## src/hw/rtl/shlex_pkg.sv

```systemverilog
`default_nettype none

package shlex_pkg;

  // result kinds
  typedef enum logic [1:0] {
    KIND_CHAR = 2'd0,
    KIND_WEND = 2'd1,
    KIND_OP   = 2'd2,
    KIND_DONE = 2'd3
  } kind_t;

  // operator tokens
  typedef enum logic [2:0] {
    OP_PIPE   = 3'd0,
    OP_SEMI   = 3'd1,
    OP_AMP    = 3'd2,
    OP_LESS   = 3'd3,
    OP_GREAT  = 3'd4,
    OP_TWOGT  = 3'd5
  } op_t;

  // quoting mode; the unused code behaves as plain
  typedef enum logic [1:0] {
    Q_PLAIN  = 2'd0,
    Q_SINGLE = 2'd1,
    Q_DOUBLE = 2'd2,
    Q_SPARE  = 2'd3
  } quote_t;

  // pending mark; the unused code behaves as nothing pending
  typedef enum logic [1:0] {
    P_NONE  = 2'd0,
    P_BSL   = 2'd1,
    P_TWO   = 2'd2,
    P_SPARE = 2'd3
  } pend_t;

  localparam int MaxResults = 3;
  localparam int CntW       = $clog2(MaxResults + 1);
  localparam int IdxW       = $clog2(MaxResults);

  localparam logic [7:0] CH_NUL    = 8'h00;
  localparam logic [7:0] CH_TAB    = 8'h09;
  localparam logic [7:0] CH_SPACE  = 8'h20;
  localparam logic [7:0] CH_DQUOTE = 8'h22;
  localparam logic [7:0] CH_AMP    = 8'h26;
  localparam logic [7:0] CH_SQUOTE = 8'h27;
  localparam logic [7:0] CH_TWO    = 8'h32;
  localparam logic [7:0] CH_SEMI   = 8'h3b;
  localparam logic [7:0] CH_LESS   = 8'h3c;
  localparam logic [7:0] CH_GREAT  = 8'h3e;
  localparam logic [7:0] CH_BSL    = 8'h5c;
  localparam logic [7:0] CH_PIPE   = 8'h7c;

  typedef struct packed {
    kind_t      kind;
    logic [7:0] ch;
    op_t        op;
  } res_t;

  function automatic res_t make_res(kind_t kind, logic [7:0] ch, op_t op);
    res_t r;
    r.kind = kind;
    r.ch   = (kind == KIND_CHAR) ? ch : CH_NUL;
    r.op   = (kind == KIND_OP) ? op : OP_PIPE;
    return r;
  endfunction

endpackage

`default_nettype wire

```

## src/hw/rtl/shell_command_lexer_core.sv

```systemverilog
`default_nettype none

// streaming shell command-line lexer: one byte of a line per input transfer, byte 0 ends
// the line. quotes are stripped, backslash escapes resolved, and the line split into word
// characters, word-end marks, operator tokens (| ; & < > 2>) and a line-done mark. each
// byte gives 0 to 3 results; the last result of a byte carries tlast. a byte is held in an
// input register, decoded combinationally against the lexer state and written as a whole
// bundle of results into the result register, which drains one result per output transfer.
// a byte is taken every cycle while bytes give at most one result each and m_tready holds;
// a byte with more results holds the output until all drain; the input stalls behind it.
module shell_command_lexer_core (
  input  wire logic        clk,
  input  wire logic        rst,
  input  wire logic        s_tvalid,
  output      logic        s_tready,
  input  wire logic [7:0]  s_tdata,   // [7:0] char_in
  output      logic        m_tvalid,
  input  wire logic        m_tready,
  output      logic [15:0] m_tdata,   // [7:0] char_out, [10:8] op_code, [15:11] zero
  output      logic [1:0]  m_tuser,   // [1:0] kind
  output      logic        m_tlast    // last result caused by the byte
);

  localparam int CntW = shlex_pkg::CntW;
  localparam int IdxW = shlex_pkg::IdxW;

  // input register
  logic       in_full;
  logic [7:0] in_char;

  // lexer state
  shlex_pkg::quote_t quote_mode, quote_mode_next;
  shlex_pkg::pend_t  pending, pending_next;
  logic              word_open, word_open_next;

  // result bundle register
  shlex_pkg::res_t  bundle [shlex_pkg::MaxResults];
  logic [CntW-1:0]  bcnt;
  logic [IdxW-1:0]  bptr;

  // decoded results of the byte in the input register
  shlex_pkg::res_t  res [shlex_pkg::MaxResults];
  logic [CntW-1:0]  rcnt;
  logic             line_end;

  logic take, take_last, load, accept;

  // output side
  assign m_tvalid  = (bcnt != '0);
  assign take      = m_tvalid && m_tready;
  assign m_tlast   = ({{(CntW-IdxW){1'b0}}, bptr} == bcnt - CntW'(1));
  assign take_last = take && m_tlast;

  // a byte moves into the bundle once the previous bundle is gone or leaving
  assign load     = in_full && (!m_tvalid || take_last);
  assign s_tready = !in_full || load;
  assign accept   = s_tvalid && s_tready;

  always_comb begin
    shlex_pkg::res_t cur;
    cur      = bundle[bptr];
    m_tdata  = {5'b0, cur.op, cur.ch};
    m_tuser  = cur.kind;
  end

  // one-byte decode, following the order in which results arise
  always_comb begin
    logic       quoted, do_plain, do_quoted;
    logic [7:0] c, qc;
    c               = in_char;
    quoted          = (quote_mode == shlex_pkg::Q_SINGLE) ||
                      (quote_mode == shlex_pkg::Q_DOUBLE);
    qc              = (quote_mode == shlex_pkg::Q_SINGLE) ? shlex_pkg::CH_SQUOTE
                                                          : shlex_pkg::CH_DQUOTE;
    quote_mode_next = quote_mode;
    pending_next    = shlex_pkg::P_NONE;
    word_open_next  = word_open;
    rcnt            = '0;
    line_end        = 1'b0;
    do_plain        = 1'b0;
    do_quoted       = 1'b0;
    for (int i = 0; i < shlex_pkg::MaxResults; i++) begin
      res[i] = shlex_pkg::make_res(shlex_pkg::KIND_DONE, shlex_pkg::CH_NUL,
                                   shlex_pkg::OP_PIPE);
    end

    if (!quoted) begin
      if (pending == shlex_pkg::P_BSL) begin
        // escaped byte, or a trailing backslash at end of line
        if (c == shlex_pkg::CH_NUL) begin
          res[rcnt[IdxW-1:0]] = shlex_pkg::make_res(shlex_pkg::KIND_CHAR,
                                  shlex_pkg::CH_BSL, shlex_pkg::OP_PIPE);
          rcnt           = rcnt + CntW'(1);
          word_open_next = 1'b1;
          line_end       = 1'b1;
        end else begin
          res[rcnt[IdxW-1:0]] = shlex_pkg::make_res(shlex_pkg::KIND_CHAR, c,
                                  shlex_pkg::OP_PIPE);
          rcnt           = rcnt + CntW'(1);
          word_open_next = 1'b1;
        end
      end else if (pending == shlex_pkg::P_TWO) begin
        if (c == shlex_pkg::CH_GREAT) begin
          if (word_open_next) begin
            res[rcnt[IdxW-1:0]] = shlex_pkg::make_res(shlex_pkg::KIND_WEND,
                                    shlex_pkg::CH_NUL, shlex_pkg::OP_PIPE);
            rcnt           = rcnt + CntW'(1);
            word_open_next = 1'b0;
          end
          res[rcnt[IdxW-1:0]] = shlex_pkg::make_res(shlex_pkg::KIND_OP,
                                  shlex_pkg::CH_NUL, shlex_pkg::OP_TWOGT);
          rcnt = rcnt + CntW'(1);
        end else begin
          // the held '2' was an ordinary character
          res[rcnt[IdxW-1:0]] = shlex_pkg::make_res(shlex_pkg::KIND_CHAR,
                                  shlex_pkg::CH_TWO, shlex_pkg::OP_PIPE);
          rcnt           = rcnt + CntW'(1);
          word_open_next = 1'b1;
          do_plain       = 1'b1;
        end
      end else begin
        do_plain = 1'b1;
      end
    end else begin
      if (pending == shlex_pkg::P_BSL) begin
        if (c == qc) begin
          res[rcnt[IdxW-1:0]] = shlex_pkg::make_res(shlex_pkg::KIND_CHAR, qc,
                                  shlex_pkg::OP_PIPE);
          rcnt           = rcnt + CntW'(1);
          word_open_next = 1'b1;
        end else begin
          res[rcnt[IdxW-1:0]] = shlex_pkg::make_res(shlex_pkg::KIND_CHAR,
                                  shlex_pkg::CH_BSL, shlex_pkg::OP_PIPE);
          rcnt           = rcnt + CntW'(1);
          word_open_next = 1'b1;
          do_quoted      = 1'b1;
        end
      end else begin
        do_quoted = 1'b1;
      end
    end

    if (do_plain) begin
      if (c == shlex_pkg::CH_NUL) begin
        line_end = 1'b1;
      end else if (c == shlex_pkg::CH_SPACE || c == shlex_pkg::CH_TAB) begin
        if (word_open_next) begin
          res[rcnt[IdxW-1:0]] = shlex_pkg::make_res(shlex_pkg::KIND_WEND,
                                  shlex_pkg::CH_NUL, shlex_pkg::OP_PIPE);
          rcnt           = rcnt + CntW'(1);
          word_open_next = 1'b0;
        end
      end else if (c == shlex_pkg::CH_SQUOTE) begin
        quote_mode_next = shlex_pkg::Q_SINGLE;
      end else if (c == shlex_pkg::CH_DQUOTE) begin
        quote_mode_next = shlex_pkg::Q_DOUBLE;
      end else if (c == shlex_pkg::CH_BSL) begin
        pending_next = shlex_pkg::P_BSL;
      end else if (c == shlex_pkg::CH_TWO) begin
        pending_next = shlex_pkg::P_TWO;
      end else if (c == shlex_pkg::CH_PIPE || c == shlex_pkg::CH_SEMI ||
                   c == shlex_pkg::CH_AMP  || c == shlex_pkg::CH_LESS ||
                   c == shlex_pkg::CH_GREAT) begin
        if (word_open_next) begin
          res[rcnt[IdxW-1:0]] = shlex_pkg::make_res(shlex_pkg::KIND_WEND,
                                  shlex_pkg::CH_NUL, shlex_pkg::OP_PIPE);
          rcnt           = rcnt + CntW'(1);
          word_open_next = 1'b0;
        end
        case (c)
          shlex_pkg::CH_PIPE: res[rcnt[IdxW-1:0]] = shlex_pkg::make_res(
                                shlex_pkg::KIND_OP, shlex_pkg::CH_NUL, shlex_pkg::OP_PIPE);
          shlex_pkg::CH_SEMI: res[rcnt[IdxW-1:0]] = shlex_pkg::make_res(
                                shlex_pkg::KIND_OP, shlex_pkg::CH_NUL, shlex_pkg::OP_SEMI);
          shlex_pkg::CH_AMP:  res[rcnt[IdxW-1:0]] = shlex_pkg::make_res(
                                shlex_pkg::KIND_OP, shlex_pkg::CH_NUL, shlex_pkg::OP_AMP);
          shlex_pkg::CH_LESS: res[rcnt[IdxW-1:0]] = shlex_pkg::make_res(
                                shlex_pkg::KIND_OP, shlex_pkg::CH_NUL, shlex_pkg::OP_LESS);
          default:            res[rcnt[IdxW-1:0]] = shlex_pkg::make_res(
                                shlex_pkg::KIND_OP, shlex_pkg::CH_NUL, shlex_pkg::OP_GREAT);
        endcase
        rcnt = rcnt + CntW'(1);
      end else begin
        res[rcnt[IdxW-1:0]] = shlex_pkg::make_res(shlex_pkg::KIND_CHAR, c,
                                shlex_pkg::OP_PIPE);
        rcnt           = rcnt + CntW'(1);
        word_open_next = 1'b1;
      end
    end

    if (do_quoted) begin
      if (c == shlex_pkg::CH_NUL) begin
        line_end = 1'b1;
      end else if (c == shlex_pkg::CH_BSL) begin
        pending_next = shlex_pkg::P_BSL;
      end else if (c == qc) begin
        quote_mode_next = shlex_pkg::Q_PLAIN;
      end else begin
        res[rcnt[IdxW-1:0]] = shlex_pkg::make_res(shlex_pkg::KIND_CHAR, c,
                                shlex_pkg::OP_PIPE);
        rcnt           = rcnt + CntW'(1);
        word_open_next = 1'b1;
      end
    end

    // end of line closes any open word, even inside an unterminated quote
    if (line_end) begin
      if (word_open_next) begin
        res[rcnt[IdxW-1:0]] = shlex_pkg::make_res(shlex_pkg::KIND_WEND,
                                shlex_pkg::CH_NUL, shlex_pkg::OP_PIPE);
        rcnt = rcnt + CntW'(1);
      end
      res[rcnt[IdxW-1:0]] = shlex_pkg::make_res(shlex_pkg::KIND_DONE,
                              shlex_pkg::CH_NUL, shlex_pkg::OP_PIPE);
      rcnt            = rcnt + CntW'(1);
      quote_mode_next = shlex_pkg::Q_PLAIN;
      pending_next    = shlex_pkg::P_NONE;
      word_open_next  = 1'b0;
    end
  end

  // input register
  always_ff @(posedge clk) begin
    if (rst) begin
      in_full <= 1'b0;
    end else if (accept) begin
      in_full <= 1'b1;
    end else if (load) begin
      in_full <= 1'b0;
    end
  end

  always_ff @(posedge clk) begin
    if (accept) begin
      in_char <= s_tdata;
    end
  end

  // lexer state advances as the byte's results are committed
  always_ff @(posedge clk) begin
    if (rst) begin
      quote_mode <= shlex_pkg::Q_PLAIN;
      pending    <= shlex_pkg::P_NONE;
      word_open  <= 1'b0;
    end else if (load) begin
      quote_mode <= quote_mode_next;
      pending    <= pending_next;
      word_open  <= word_open_next;
    end
  end

  // result bundle control
  always_ff @(posedge clk) begin
    if (rst) begin
      bcnt <= '0;
      bptr <= '0;
    end else if (load) begin
      bcnt <= rcnt;
      bptr <= '0;
    end else if (take_last) begin
      bcnt <= '0;
      bptr <= '0;
    end else if (take) begin
      bptr <= bptr + IdxW'(1);
    end
  end

  always_ff @(posedge clk) begin
    if (load) begin
      for (int i = 0; i < shlex_pkg::MaxResults; i++) begin
        bundle[i] <= res[i];
      end
    end
  end

  // the read pointer never runs past the results held
  a_ptr_in_range: assert property (@(posedge clk) disable iff (rst)
    (bcnt != '0) |-> ({{(CntW-IdxW){1'b0}}, bptr} < bcnt))
    else $error("bundle read pointer beyond held results");

  // a new bundle only replaces one that is empty or finishing
  a_no_overwrite: assert property (@(posedge clk) disable iff (rst)
    load |-> (bcnt == '0 || take_last))
    else $error("result bundle overwritten before drained");

  // line done is always the final result of its byte
  a_done_is_last: assert property (@(posedge clk) disable iff (rst)
    (m_tvalid && m_tuser == shlex_pkg::KIND_DONE) |-> m_tlast)
    else $error("line done not marked last");

  // end of line leaves the lexer at its reset state
  a_line_end_clears: assert property (@(posedge clk) disable iff (rst)
    (load && line_end) |=> (quote_mode == shlex_pkg::Q_PLAIN &&
                            pending == shlex_pkg::P_NONE && !word_open))
    else $error("lexer state not cleared at end of line");

endmodule

`default_nettype wire

```

## config.mk

```make
export PLATFORM = sky130hd
export DESIGN_NAME = shell_command_lexer_core
export DESIGN_NICKNAME = d
export VERILOG_FILES = /design/src/hw/rtl/shlex_pkg.sv /design/src/hw/rtl/shell_command_lexer_core.sv
export SDC_FILE = /design/constraint.sdc
export NUM_CORES = 1
export LEC_CHECK = 0
export BUFFER_PORTS_ARGS = -buffer_cell sky130_fd_sc_hd__clkbuf_2
export CORE_MARGIN = 8
export CORE_UTILIZATION = 55
export CTS_CLUSTER_DIAMETER = 80
export CTS_CLUSTER_SIZE = 28
export DETAILED_ROUTE_END_ITERATION = 10
export GPL_TIMING_DRIVEN = 0
export PLACE_DENSITY = 0.74
export SYNTH_ARGS = -nofsm -noshare
export SYNTH_HDL_FRONTEND = slang
export SYNTH_SLANG_ARGS = --single-unit
```

## constraint.sdc

```tcl
create_clock -name clk -period 11.85 [get_ports clk]
set_input_delay 0 -clock clk [delete_from_list [all_inputs] [get_ports clk]]
set_output_delay 0 -clock clk [all_outputs]
set_load 0.05 [all_outputs]
```

==> metrics.md <==
| Metric | Value |
|---|---|
| Status | complete, no violations |
| H-tree depth | 3 |
| Layout cells sized above 1 | 0.137 |
| Peak supply drop | 0.0505 mV |
| Nets | 506 |
| Final WL | 11,100 um |
| Area grow syn2layout | 14.3% |
| Share of synthesized registers carrying an async set or reset | 0 |
| Worst Tran Pin Value | 1.10 ns |
| RSZ-0062 raised after global routing | no |
| Fin. max-slew vios | 0 |
| Initial antenna violation count | 0 |
| Setup_tns | 0 ns |
| Register area share after synthesis | 0.420 |
| Die area | 10,100 um^2 |
| Setup crit end kind | register |
| Vias per inst | 6.05 |
| Clk buf depth | 2 |
| Gr usage total | 0.227 |
| CTS tree | done |
| PortBufs | 26 |
| Number of max-cap violations | 0 |
| Slew Limit Headroom | 0.263 |
| CTS buffer count | 9 |
| CTS root buf | clkbuf_8 |
| Die X | 101 um |
| Via count | 3,515 |
| CTS clk-pin slew, worst paths | 0.07 ns |
| Final hold viol count | 0 |
| Worst EP arrival | 5.77 ns |
| CP Launch Type | register |
| Pre-antenna DRT Iters | 5 |
| Antenna fix cells | 0 |
| Layout fillers | 640 |
| WL/cell | 19.2 um |
| Netlist Area Pre-Place | 3930 um^2 |
| Area contributors post-synth | edfxtp_1, dfxtp_1, ha_1 |
| Worst skew pair latency | 0.35 ns |
| Boundary pin count | 33 |
| Most common cell in the netlist | edfxtp_1 |
| Largest fanout on the critical path | 10 |
| Synth top area share | 0.359 |
| Final setup vio count | 0 |
| Syn_area_per_cell | 9.19 um^2 |
| Final hold slack | 0.0321 ns |
| FP Rows | 31 |
| Pin count of the biggest net entering global routing | 45 |
| Required time worst endpoint | 11.92 ns |
| Synth top cells by count | edfxtp_1, nand2_1, o21ai_0 |
| Worst Skew | 0.00769 ns |
| Synthesis warning total | 0 |
| Worst Setup Path Type | register to register |
| Register bit total from synthesis | 59 |
| Synthesized instance count | 428 |
| Dominant synthesized flop cell | edfxtp_1 |
| Yosys top cell by area | edfxtp_1 |
| Starting Density | 0.554 |
| EDFF count, synth | 47 |
| Initial drt markers | 372 |
| Chip height | 101 um |
| Pwr dens | 114 nW/um^2 |
| Final HPWL DP | 8070 um |
| Post-CTS Setup Bufs | 0 |
| Period utilisation layout | 0.481 |
| Vias in the first global route | 3,349 |
| Min-delay worst type | input port to register |
| TritonCTS Sinks | 59 |
| First-pass GRT wire length | 17,700 um |
| Final min period | 5.70 ns |
| GP Congestion | 0.927 |
| Total core area | 7100 um^2 |
| Lkg Pwr | 1.66 nW |
| Post-route antenna net violation count | 0 |
| Yosys cell types | 70 |
| Residual DRC | 0 |
| Gr ovfl total | 0 |
| Fmax achieved | 0.176 GHz |
final timing paths:
| kind | start | to | cells past startpoint | slack (ns) |
|---|---|---|---|---|
| worst max-delay path | in_char[4] | bundle[2][2] | 19 | 6.15 |
| worst min-delay path | rst | in_full | 2 | 0.03 |
| worst max register to register | in_char[4] | bundle[2][2] | 19 | 6.15 |
| worst min register to register | bcnt[1] | bcnt[1] | 2 | 0.48 |
state kept, by name, indices dropped and copies added, names as in the netlist, named ones only:
name	count
bundle	39
in_char	8
bcnt	2
bptr	2
pending	2
quote_mode	2
in_full	1
word_open	1
through the flow:
step,util,cell area (um^2),power [mW],std cells,setup slack (ns)
final,0.634,4500,0.512,581,6.15
after global placement,0.592,4200,0.313,557,6.22
after floorplan,-,3950,0.295,432,7.24
after detailed placement,0.592,4200,0.314,557,6.31
after CTS,0.634,4500,0.510,581,6.22
after global routing,0.634,4500,0.526,581,5.73
kinds of logic after synthesis:
kind of cell / Yosys count / share of synthesized area
buffers and inverters: 51 / 0.0598
AOI/OAI and AO/OA: 122 / 0.204
muxes: 15 / 0.0388
other: 1 / 0.000954
and+or+nand+nor: 157 / 0.210
DFF: 59 / 0.420
adders and majority gates: 16 / 0.0509
xor gates and xnor gates: 7 / 0.0156
cell type report:
class | instances | area (um^2) | area share
Multi-Input combinational cell | 322 | 2060 | 0.458
Sequential cell | 59 | 1650 | 0.367
Timing Repair Buffer | 35 | 220 | 0.0490
Buffer | 30 | 156 | 0.0348
Clock buffer | 9 | 124 | 0.0275
Tap cell | 99 | 124 | 0.0275
Clock inverter | 6 | 81.3 | 0.0181
Inverter | 21 | 78.8 | 0.0175
cells in the final DEF, fill, tap and decap left out, drive strengths merged, types with 4 or more instances in the layout:
master / Yosys / layout
nor3: 11 / 11
ha: 16 / 16
a2111oi: 4 / 4
nand2b: 9 / 9
edfxtp: 47 / 47
xnor2: 6 / 6
a211oi: 13 / 13
or4: 4 / 4
dfxtp: 12 / 12
a21oi: 31 / 31
clkbuf: 18 / 53
inv: 21 / 21
mux2i: 13 / 13
and2: 6 / 6
conb: 1 / 5
nor2b: 12 / 12
dlygate4sd3: 0 / 9
nand3: 9 / 9
nand2: 41 / 41
a21boi: 4 / 4
buf: 12 / 12
o21ai: 38 / 38
nor2: 36 / 36
power breakdown:
part	internal [mW]	switching (mW)
clock	0.116	0.0834
sequential	0.233	0.00495
combinational	0.0230	0.0521
total	0.371	0.140
worst max-delay path: stages, from the launching register on:
cell and delay [ns]:
edfxtp_1 0.38, clkbuf_1 0.39, nand4b_1 0.23, nor3_1 0.38
nand2_1 0.27, ha_1 0.46, o21ai_0 0.18, and2_1 0.21
ha_1 0.26, o21ai_0 0.10, a211oi_2 0.44, ha_1 0.32
o21ai_0 0.27, ha_1 0.28, mux2_2 0.29, inv_1 0.07
ha_1 0.16, a31oi_1 0.04, o21ai_0 0.55, nor3_1 0.13
repair_timing:
item	4_1_cts	5_1_grt
endpoints found under the hold margin	9	0
resized for setup	0	0
setup endpoints to repair	0	0
hold buffers	9	0
layer usage:
layer / track usage / vias to the layer above / routed length, um
li1: - / 1664 / -
met1: 0.288 / 1622 / 4790
met2: 0.352 / 191 / 5090
met3: 0.0532 / 38 / 865
met4: 0.112 / 0 / 406
met5: 0 / - / 0
(Power assumes the default switching activity.)
